===== config.mk =====
export PLATFORM = sky130hd
export DESIGN_NAME = ipv4_cidr_text_parser_flat
export DESIGN_NICKNAME = d
export VERILOG_FILES = /design/src/hdl/icp_pkg.sv /design/src/hdl/icp_channels.sv /design/src/hdl/icp_parse_core.sv /design/src/hdl/ipv4_cidr_text_parser.sv /design/src/flat_wrapper.sv
export SDC_FILE = /design/constraint.sdc
export NUM_CORES = 1
export LEC_CHECK = 0
export BUFFER_PORTS_ARGS = -buffer_cell sky130_fd_sc_hd__buf_2
export CAP_MARGIN = 20
export CORE_MARGIN = 5
export CORE_UTILIZATION = 45
export DETAILED_ROUTE_END_ITERATION = 8
export PLACE_DENSITY = 0.65
export SYNTH_ARGS = -nofsm -noshare
export SYNTH_HDL_FRONTEND = slang
export SYNTH_SLANG_ARGS = --single-unit

===== constraint.sdc =====
create_clock -name clk_i -period 9.2 [get_ports clk_i]
set_clock_uncertainty 0.1 [all_clocks]
set_input_delay 1.84 -clock clk_i [delete_from_list [all_inputs] [get_ports clk_i]]
set_output_delay 1.84 -clock clk_i [all_outputs]
set_load 0.05 [all_outputs]

===== src/hdl/icp_pkg.sv =====
// ----------------------------------------------------------------------------
// icp_pkg - shared types and constants of the ipv4 cidr text parser
// character codes, field indexes, accumulator limits and the result word
// ----------------------------------------------------------------------------
package icp_pkg;

  localparam logic [7:0] CHAR_DOT   = 8'h2E;
  localparam logic [7:0] CHAR_SLASH = 8'h2F;
  localparam logic [7:0] CHAR_ZERO  = 8'h30;
  localparam logic [7:0] CHAR_NINE  = 8'h39;

  // field index codes: 0..3 octets, 4 prefix
  localparam logic [2:0] FIELD_FIRST  = 3'd0;
  localparam logic [2:0] FIELD_FOURTH = 3'd3;
  localparam logic [2:0] FIELD_PREFIX = 3'd4;

  localparam logic [8:0] ACC_MAX_OCTET = 9'd255;
  localparam logic [8:0] ACC_SAT       = 9'd256;
  localparam logic [8:0] PREFIX_MIN    = 9'd1;
  localparam logic [8:0] PREFIX_MAX    = 9'd32;

  localparam logic        PREFIX_MODE_RESET = 1'b1;

  typedef struct packed {
    logic fire;  // registered character is processed this cycle
    logic last;  // that character ends the string
  } icp_step_t;

  typedef struct packed {
    logic        valid_res;
    logic [31:0] address;
    logic [31:0] netmask;
    logic [31:0] broadcast;
    logic [5:0]  prefix_length;
  } icp_res_t;

endpackage


===== src/hdl/icp_channels.sv =====
// ----------------------------------------------------------------------------
// icp_channels - handshake channels of the ipv4 cidr text parser
// character input, result output and mode register write channel
// ----------------------------------------------------------------------------
interface icp_in_if;
  logic       valid;
  logic       ready;
  logic [7:0] char_code;
  logic       last_char;

  modport source (output valid, output char_code, output last_char, input ready);
  modport sink   (input valid, input char_code, input last_char, output ready);
endinterface

interface icp_out_if;
  logic        valid;
  logic        ready;
  logic        valid_res;
  logic [31:0] address;
  logic [31:0] netmask;
  logic [31:0] broadcast;
  logic [5:0]  prefix_length;

  modport source (output valid, output valid_res, output address, output netmask,
                  output broadcast, output prefix_length, input ready);
  modport sink   (input valid, input valid_res, input address, input netmask,
                  input broadcast, input prefix_length, output ready);
endinterface

interface icp_cfg_if;
  logic valid;
  logic ready;
  logic prefix_mode;

  modport source (output valid, output prefix_mode, input ready);
  modport sink   (input valid, input prefix_mode, output ready);
endinterface


===== src/hdl/icp_parse_core.sv =====
// ----------------------------------------------------------------------------
// icp_parse_core - per-character parse state and result formation
// holds field index, octets and accumulator; builds the result on the last char
// ----------------------------------------------------------------------------
module icp_parse_core (
  input  logic              clk_i,
  input  logic              rst_ni,
  input  icp_pkg::icp_step_t step_i,
  input  logic [7:0]        char_code_i,
  input  logic              prefix_mode_i,
  output icp_pkg::icp_res_t res_o
);

  logic [2:0]  field_q, field_d;
  logic [8:0]  acc_q, acc_d;
  logic        err_q, err_d;
  logic [7:0]  oct_q [3];
  logic [7:0]  oct_d [3];
  logic [7:0]  oct4_q, oct4_d;

  logic        is_digit;
  logic [11:0] acc_next;
  logic        ok;
  logic [7:0]  o3;
  logic [31:0] addr;
  logic [31:0] mask;
  logic [4:0]  shamt;
  logic [5:0]  shamt_full;

  assign is_digit = (char_code_i >= icp_pkg::CHAR_ZERO) && (char_code_i <= icp_pkg::CHAR_NINE);
  // acc * 10 + digit
  assign acc_next = ({3'b000, acc_q} << 3) + ({3'b000, acc_q} << 1)
                  + {4'b0000, char_code_i - icp_pkg::CHAR_ZERO};

  always_comb begin
    field_d = field_q;
    acc_d   = acc_q;
    err_d   = err_q;
    oct_d   = oct_q;
    oct4_d  = oct4_q;
    if (!err_q) begin
      if (char_code_i == icp_pkg::CHAR_DOT && field_q < icp_pkg::FIELD_FOURTH) begin
        if (acc_q > icp_pkg::ACC_MAX_OCTET) err_d = 1'b1;
        case (field_q[1:0])
          2'd0:    oct_d[0] = acc_q[7:0];
          2'd1:    oct_d[1] = acc_q[7:0];
          default: oct_d[2] = acc_q[7:0];
        endcase
        acc_d   = '0;
        field_d = field_q + 3'd1;
      end else if (char_code_i == icp_pkg::CHAR_SLASH && prefix_mode_i &&
                   field_q == icp_pkg::FIELD_FOURTH) begin
        if (acc_q > icp_pkg::ACC_MAX_OCTET) err_d = 1'b1;
        oct4_d  = acc_q[7:0];
        acc_d   = '0;
        field_d = icp_pkg::FIELD_PREFIX;
      end else if (is_digit) begin
        acc_d = (acc_next > {3'b000, icp_pkg::ACC_MAX_OCTET}) ? icp_pkg::ACC_SAT
                                                               : acc_next[8:0];
      end else begin
        err_d = 1'b1;
      end
    end
  end

  // final check on the updated state
  always_comb begin
    if (prefix_mode_i) begin
      ok = !err_d && field_d == icp_pkg::FIELD_PREFIX &&
           acc_d >= icp_pkg::PREFIX_MIN && acc_d <= icp_pkg::PREFIX_MAX;
      o3 = oct4_d;
    end else begin
      ok = !err_d && field_d == icp_pkg::FIELD_FOURTH && acc_d <= icp_pkg::ACC_MAX_OCTET;
      o3 = acc_d[7:0];
    end
    addr       = {oct_d[0], oct_d[1], oct_d[2], o3};
    shamt_full = 6'd32 - acc_d[5:0];
    shamt      = shamt_full[4:0];
    mask       = 32'hFFFF_FFFF << shamt;

    res_o = '0;
    if (ok) begin
      res_o.valid_res = 1'b1;
      res_o.address   = addr;
      if (prefix_mode_i) begin
        res_o.netmask       = mask;
        res_o.broadcast     = addr | ~mask;
        res_o.prefix_length = acc_d[5:0];
      end
    end
  end

  always_ff @(posedge clk_i or negedge rst_ni) begin
    if (!rst_ni) begin
      field_q <= icp_pkg::FIELD_FIRST;
      acc_q   <= '0;
      err_q   <= 1'b0;
      oct_q   <= '{default: 8'h00};
      oct4_q  <= '0;
    end else if (step_i.fire) begin
      if (step_i.last) begin
        field_q <= icp_pkg::FIELD_FIRST;
        acc_q   <= '0;
        err_q   <= 1'b0;
        oct_q   <= '{default: 8'h00};
        oct4_q  <= '0;
      end else begin
        field_q <= field_d;
        acc_q   <= acc_d;
        err_q   <= err_d;
        oct_q   <= oct_d;
        oct4_q  <= oct4_d;
      end
    end
  end

  a_field_range: assert property (@(posedge clk_i) disable iff (!rst_ni)
    field_q <= icp_pkg::FIELD_PREFIX) else $error("field index out of range");

  a_acc_range: assert property (@(posedge clk_i) disable iff (!rst_ni)
    acc_q <= icp_pkg::ACC_SAT) else $error("accumulator above saturation");

  a_invalid_zero: assert property (@(posedge clk_i) disable iff (!rst_ni)
    (step_i.fire && !res_o.valid_res) |-> (res_o.address == '0 && res_o.netmask == '0 &&
      res_o.prefix_length == '0)) else $error("invalid result carries data");

endmodule


===== src/hdl/ipv4_cidr_text_parser.sv =====
// ----------------------------------------------------------------------------
// ipv4_cidr_text_parser - streaming dotted quad / cidr text parser
// input register, per-character parse core and result register
// ----------------------------------------------------------------------------
//
//  channel   dir  payload                                          handshake
//  cfg_i     in   prefix_mode                                      valid/ready
//  in_i      in   char_code, last_char                             valid/ready
//  out_o     out  valid_res, address, netmask, broadcast,          valid/ready
//                 prefix_length
//
//  one character word is taken every cycle while input is not stalled; the parse
//  core updates its state from the input register, and the result word of a last
//  char is captured in the result register, from which it can be taken;
//  only a last character waiting on a full, untaken result register stalls input
//  cfg_i is always ready; prefix_mode resets to 1
//  rst_ni clears parse state and both valid flags and sets the mode asynchronously
//
module ipv4_cidr_text_parser (
  input  logic clk_i,
  input  logic rst_ni,
  icp_cfg_if.sink   cfg_i,
  icp_in_if.sink    in_i,
  icp_out_if.source out_o
);

  // mode register
  logic mode_q;

  assign cfg_i.ready = 1'b1;

  always_ff @(posedge clk_i or negedge rst_ni) begin
    if (!rst_ni) begin
      mode_q <= icp_pkg::PREFIX_MODE_RESET;
    end else if (cfg_i.valid) begin
      mode_q <= cfg_i.prefix_mode;
    end
  end

  // input register
  logic       in_v_q;
  logic [7:0] char_q;
  logic       last_q;
  logic       out_v_q;
  logic       proc;

  // a non-last char never touches the result register, so it always proceeds
  assign proc       = in_v_q && (!last_q || !out_v_q || out_o.ready);
  assign in_i.ready = !in_v_q || proc;

  always_ff @(posedge clk_i or negedge rst_ni) begin
    if (!rst_ni) begin
      in_v_q <= 1'b0;
    end else if (in_i.ready) begin
      in_v_q <= in_i.valid;
    end
  end

  always_ff @(posedge clk_i) begin
    if (in_i.valid && in_i.ready) begin
      char_q <= in_i.char_code;
      last_q <= in_i.last_char;
    end
  end

  // parse core
  icp_pkg::icp_step_t step;
  icp_pkg::icp_res_t  res;
  icp_pkg::icp_res_t  res_q;

  assign step = '{fire: proc, last: last_q};

  icp_parse_core u_core (
    .clk_i         (clk_i),
    .rst_ni        (rst_ni),
    .step_i        (step),
    .char_code_i   (char_q),
    .prefix_mode_i (mode_q),
    .res_o         (res)
  );

  // result register
  always_ff @(posedge clk_i or negedge rst_ni) begin
    if (!rst_ni) begin
      out_v_q <= 1'b0;
    end else if (proc && last_q) begin
      out_v_q <= 1'b1;
    end else if (out_o.ready) begin
      out_v_q <= 1'b0;
    end
  end

  always_ff @(posedge clk_i) begin
    if (proc && last_q) begin
      res_q <= res;
    end
  end

  assign out_o.valid         = out_v_q;
  assign out_o.valid_res     = res_q.valid_res;
  assign out_o.address       = res_q.address;
  assign out_o.netmask       = res_q.netmask;
  assign out_o.broadcast     = res_q.broadcast;
  assign out_o.prefix_length = res_q.prefix_length;

  a_result_follows: assert property (@(posedge clk_i) disable iff (!rst_ni)
    (proc && last_q) |=> out_v_q) else $error("last char gave no result");

  a_held_char: assert property (@(posedge clk_i) disable iff (!rst_ni)
    (in_v_q && !proc) |=> (in_v_q && $stable(char_q) && $stable(last_q)))
    else $error("stalled char lost");

  a_stall_cause: assert property (@(posedge clk_i) disable iff (!rst_ni)
    (in_v_q && !proc) |-> (last_q && out_v_q && !out_o.ready))
    else $error("input stalled without cause");

endmodule

===== src/flat_wrapper.sv =====
// flat-port wrapper written by rule: the top's interface ports become plain ports
module ipv4_cidr_text_parser_flat 
  (clk_i, rst_ni, cfg_i_valid, cfg_i_prefix_mode, cfg_i_ready, in_i_valid, in_i_char_code, in_i_last_char, in_i_ready, out_o_valid, out_o_valid_res, out_o_address, out_o_netmask, out_o_broadcast, out_o_prefix_length, out_o_ready);
  icp_cfg_if cfg_i_i ();
  icp_in_if in_i_i ();
  icp_out_if out_o_i ();
  input  logic clk_i;
  input  logic rst_ni;
  input wire logic [$bits(cfg_i_i.valid)-1:0] cfg_i_valid;
  input wire logic [$bits(cfg_i_i.prefix_mode)-1:0] cfg_i_prefix_mode;
  output wire logic [$bits(cfg_i_i.ready)-1:0] cfg_i_ready;
  input wire logic [$bits(in_i_i.valid)-1:0] in_i_valid;
  input wire logic [$bits(in_i_i.char_code)-1:0] in_i_char_code;
  input wire logic [$bits(in_i_i.last_char)-1:0] in_i_last_char;
  output wire logic [$bits(in_i_i.ready)-1:0] in_i_ready;
  output wire logic [$bits(out_o_i.valid)-1:0] out_o_valid;
  output wire logic [$bits(out_o_i.valid_res)-1:0] out_o_valid_res;
  output wire logic [$bits(out_o_i.address)-1:0] out_o_address;
  output wire logic [$bits(out_o_i.netmask)-1:0] out_o_netmask;
  output wire logic [$bits(out_o_i.broadcast)-1:0] out_o_broadcast;
  output wire logic [$bits(out_o_i.prefix_length)-1:0] out_o_prefix_length;
  input wire logic [$bits(out_o_i.ready)-1:0] out_o_ready;
  assign cfg_i_i.valid = cfg_i_valid;
  assign cfg_i_i.prefix_mode = cfg_i_prefix_mode;
  assign cfg_i_ready = cfg_i_i.ready;
  assign in_i_i.valid = in_i_valid;
  assign in_i_i.char_code = in_i_char_code;
  assign in_i_i.last_char = in_i_last_char;
  assign in_i_ready = in_i_i.ready;
  assign out_o_valid = out_o_i.valid;
  assign out_o_valid_res = out_o_i.valid_res;
  assign out_o_address = out_o_i.address;
  assign out_o_netmask = out_o_i.netmask;
  assign out_o_broadcast = out_o_i.broadcast;
  assign out_o_prefix_length = out_o_i.prefix_length;
  assign out_o_i.ready = out_o_ready;
  ipv4_cidr_text_parser u_core (.clk_i(clk_i), .rst_ni(rst_ni), .cfg_i(cfg_i_i), .in_i(in_i_i), .out_o(out_o_i));
endmodule

==> impl_metrics.py <==
metrics = {
    "global_route": {
        "grt_use_total_pct": 20.54,
        "antenna_found_initial": 0,
        "grt_remaining_overflow": 0,
        "grt_pass1_wl_um": 32350,
        "grt_max_degree": 77,
        "grt_pass1_vias": 5775,
    },
    "timing": {
        "tightest_slew_ns": 1.132,
        "hold_viol_final": 0,
        "worst_slack_ns": 2.979,
        "fin_crit_sh_pct": 67.62,
        "relSlewSlack_pct": 23.99,
        "final.min_clock_period_ns": 6.221,
        "drv_slew": 0,
        "tns_ns": 0,
        "max_freq_mhz": 160.8,
        "rsz0062_at_grt": "no",
        "setup-violations-final": 0,
    },
    "synthesis": {
        "synth_area_um2": 7916,
        "synthCells": 702,
        "synth_most_common_cell": "edfxtp_1",
        "ys_ff_latch": 160,
        "async_flop_share_pct": 30.00,
        "netlist.area_leader.share_pct": 42.48,
        "syn_nets": 748,
        "synth_top_cells_by_area": "edfxtp_1, dfrtp_1, ha_1",
        "synthFlopType": "edfxtp_1",
        "synth_commonest_cells": "edfxtp_1, nor2_1, nand2_1",
        "syn_avg_cell_area_um2": 11.28,
        "synthDistinctLibCells": 65,
        "seq_area_frac_synth_pct": 57.67,
        "synth-edff-count": 112,
        "synth_top_area_cell": "edfxtp_1",
        "yosys_warnings": 0,
    },
    "final_layout": {
        "fillers": 1531,
        "multi_input_area_um2": 3099,
        "drive_gt1_share_pct": 21.00,
        "syn_to_final_growth_pct": 16.85,
        "antenna-diode-count": 0,
        "postLayoutCoreUtil_pct": 53.48,
        "ff_latch_area_um2": 4566,
        "fin_nets": 852,
    },
    "cts": {
        "cts_resized": 0,
        "clock_latency_ns": 0.42,
        "cts_tree": "built",
        "clockBufferDepth": 2,
        "cts_max_level": 4,
        "path_clk_slew_ns": 0.07,
        "cts_hold_buf": 0,
        "postCtsSetupBuffers": 0,
        "cts_buffers": 17,
        "cts_sinks": 160,
        "cts_root_buf": "clkbuf_16",
    },
    "worst_setup_path": {
        "crit_buf_inv": 2,
        "path_max_fanout": 44,
        "timing.critical_path.to": "u_core.out_o.address[20]",
        "startpoint": "u_core.u_core.acc_q[4]",
        "cp_slowest_stage_delay_ns": 0.77,
        "startpoint_type": "flip-flop",
        "cp-end-kind": "flip-flop",
        "r2r_end": "u_core.out_o.address[20]",
        "cp.depth": 15,
        "reg2reg_setup_slack_ns": 2.98,
        "cp_data_required_time_ns": 9.25,
        "worst_path_dominant_cell_family": "compound AO/OA/AOI/OAI gates",
        "r2r-start": "u_core.u_core.acc_q[4]",
        "critical-path-slowest-cell": "dfrtp_1",
        "r2r_cells": 15,
        "cp_data_arrival_time_ns": 6.27,
        "crit_chain": "fa_1, ha_1, o21a_1, a2111oi_2, nor3_1, or4_1, nor4_2, buf_4, a21boi_0, ha_1, or3_1, o221ai_4, buf_4, o41a_2, nor2_1",
        "critPathKind": "reg2reg",
    },
    "floorplan": {
        "placementRows": 48,
        "die_w_um": 142.6,
        "die_y_um": 142.6,
        "fp.coreArea_um2": 17300,
        "die_area_um2": 20340,
        "initial_utilization_pct": 45.77,
        "ioPinCount": 121,
    },
    "worst_hold_path": {
        "hold_path.class": "reg2reg",
        "worstHoldStart": "u_core.u_core.oct_q[9]",
    },
    "pwr": {
        "leakage_nw": 3.882,
        "pwr_density_cell_nw_per_um2": 184.0,
        "power_mw": 1.702,
        "ir_worst_vdd_mv": 0.1351,
    },
    "route": {
        "antenna_left": 0,
        "drt-total-wl_um": 20860,
        "drt_pass1_iterations": 5,
        "routed_via_density": 5.827,
        "routed-via-count": 6083,
        "drc": 0,
        "route.detailed.wl_per_inst_um": 19.98,
        "drtIter0Drc": 513,
    },
    "place": {
        "routabilityCongestion": 0.8732,
        "port_buffers": 119,
        "hpwl_um": 15070,
        "post-place-ws_ns": 3.063,
    },
    "run": {
        "cap_violations": 0,
    },
    "run_status": {
        "status": "complete, no violations",
    },
}
worst min-delay path, delay by kind of cell (launching register included):
| family | cells | cell delay [ns] |
|---|---|---|
| AOI/OAI and AO/OA | 1 | 0.06 |
| DFF | 1 | 0.34 |
| and+or+nand+nor | 1 | 0.04 |
registers in the layout (all words and copies together) (netlist names):
signal,count
u_core.u_core.oct_q,24
u_core.out_o.valid_res,1
u_core.mode_q,1
u_core.last_q,1
u_core.u_core.oct4_q,8
u_core.in_v_q,1
u_core.u_core.err_q,1
u_core.out_o.valid,1
u_core.out_o.address,32
u_core.u_core.field_q,3
u_core.out_o.broadcast,32
u_core.u_core.acc_q,9
u_core.out_o.netmask,32
u_core.char_q,8
u_core.out_o.prefix_length,6
power breakdown:
part           internal (mW)  switching [mW]  total, mW
Combinational         0.0430           0.157      0.200
Clock                  0.402           0.286      0.688
Sequential             0.797          0.0164      0.814
layer usage:
layer / global-route usage [%] / part of all wire [%] / up-vias
li1: - / - / 2813
met1: 29.46 / 44 / 2960
met2: 31.26 / 45 / 268
met3: 3.650 / 7.7 / 42
met4: 8.004 / 2.7 / 0
met5: 0 / 0 / -
cells by family (layout without fill, tap and decap cells):
| logic type | count (synthesis) | count (layout) | share of synthesized area [%] |
|---|---|---|---|
| buffers and inverters | 64 | 181 | 3.272 |
| xor gates and xnor gates | 5 | 5 | 0.5532 |
| adders and majority gates | 31 | 31 | 5.469 |
| and+or+nand+nor | 220 | 220 | 13.56 |
| DFF | 160 | 160 | 57.67 |
| other | 1 | 1 | 0.04737 |
| muxes | 26 | 26 | 3.366 |
| AOI/OAI and AO/OA | 195 | 195 | 16.06 |
how the worst min path moves through the flow:
stage | to | depth (start not counted)
5_1_grt | u_core.u_core.oct_q[5] | 2
6_report | u_core.u_core.oct_q[9] | 2
3_5_place_dp | u_core.u_core.oct_q[9] | 2
4_1_cts | u_core.u_core.oct_q[9] | 2
2_1_floorplan | u_core.u_core.oct_q[0] | 2
3_3_place_gp | u_core.u_core.oct_q[4] | 2
final cells by class:
cell class                 instances  area share (%)
tap                              225           3.043
clock inverter                    11           1.393
clock buffer                      21           4.761
multi-input combinational        478           33.50
timing repair buffer             126           7.007
inverter                          23          0.9333
sequential                       160           49.36
layout by cell type, fill, tap and decap left out, drive strengths merged, types with 9 or more instances in the layout:
master  count
a21oi      53
a22o       11
a22oi       9
a31oi      14
and2       23
buf       126
clkbuf     21
dfrtp      47
edfxtp    112
ha         25
inv        27
mux2i      21
nand2      68
nor2       69
nor3       14
o21ai      46
o22ai      11
o31ai       9
through the flow:
| step | instance area, um2 | hold WS, ns | std cells |
|---|---|---|---|
| 2_1_floorplan | 7916 | 0.3496 | 702 |
| 3_3_place_gp | 8673 | 0.3616 | 1011 |
| 3_5_place_dp | 8673 | 0.3715 | 1011 |
| 4_1_cts | 9243 | 0.3851 | 1043 |
| 5_1_grt | 9250 | 0.4048 | 1044 |
| 6_report | 9250 | 0.3801 | 1044 |
Power figures use the tool's default switching activity.
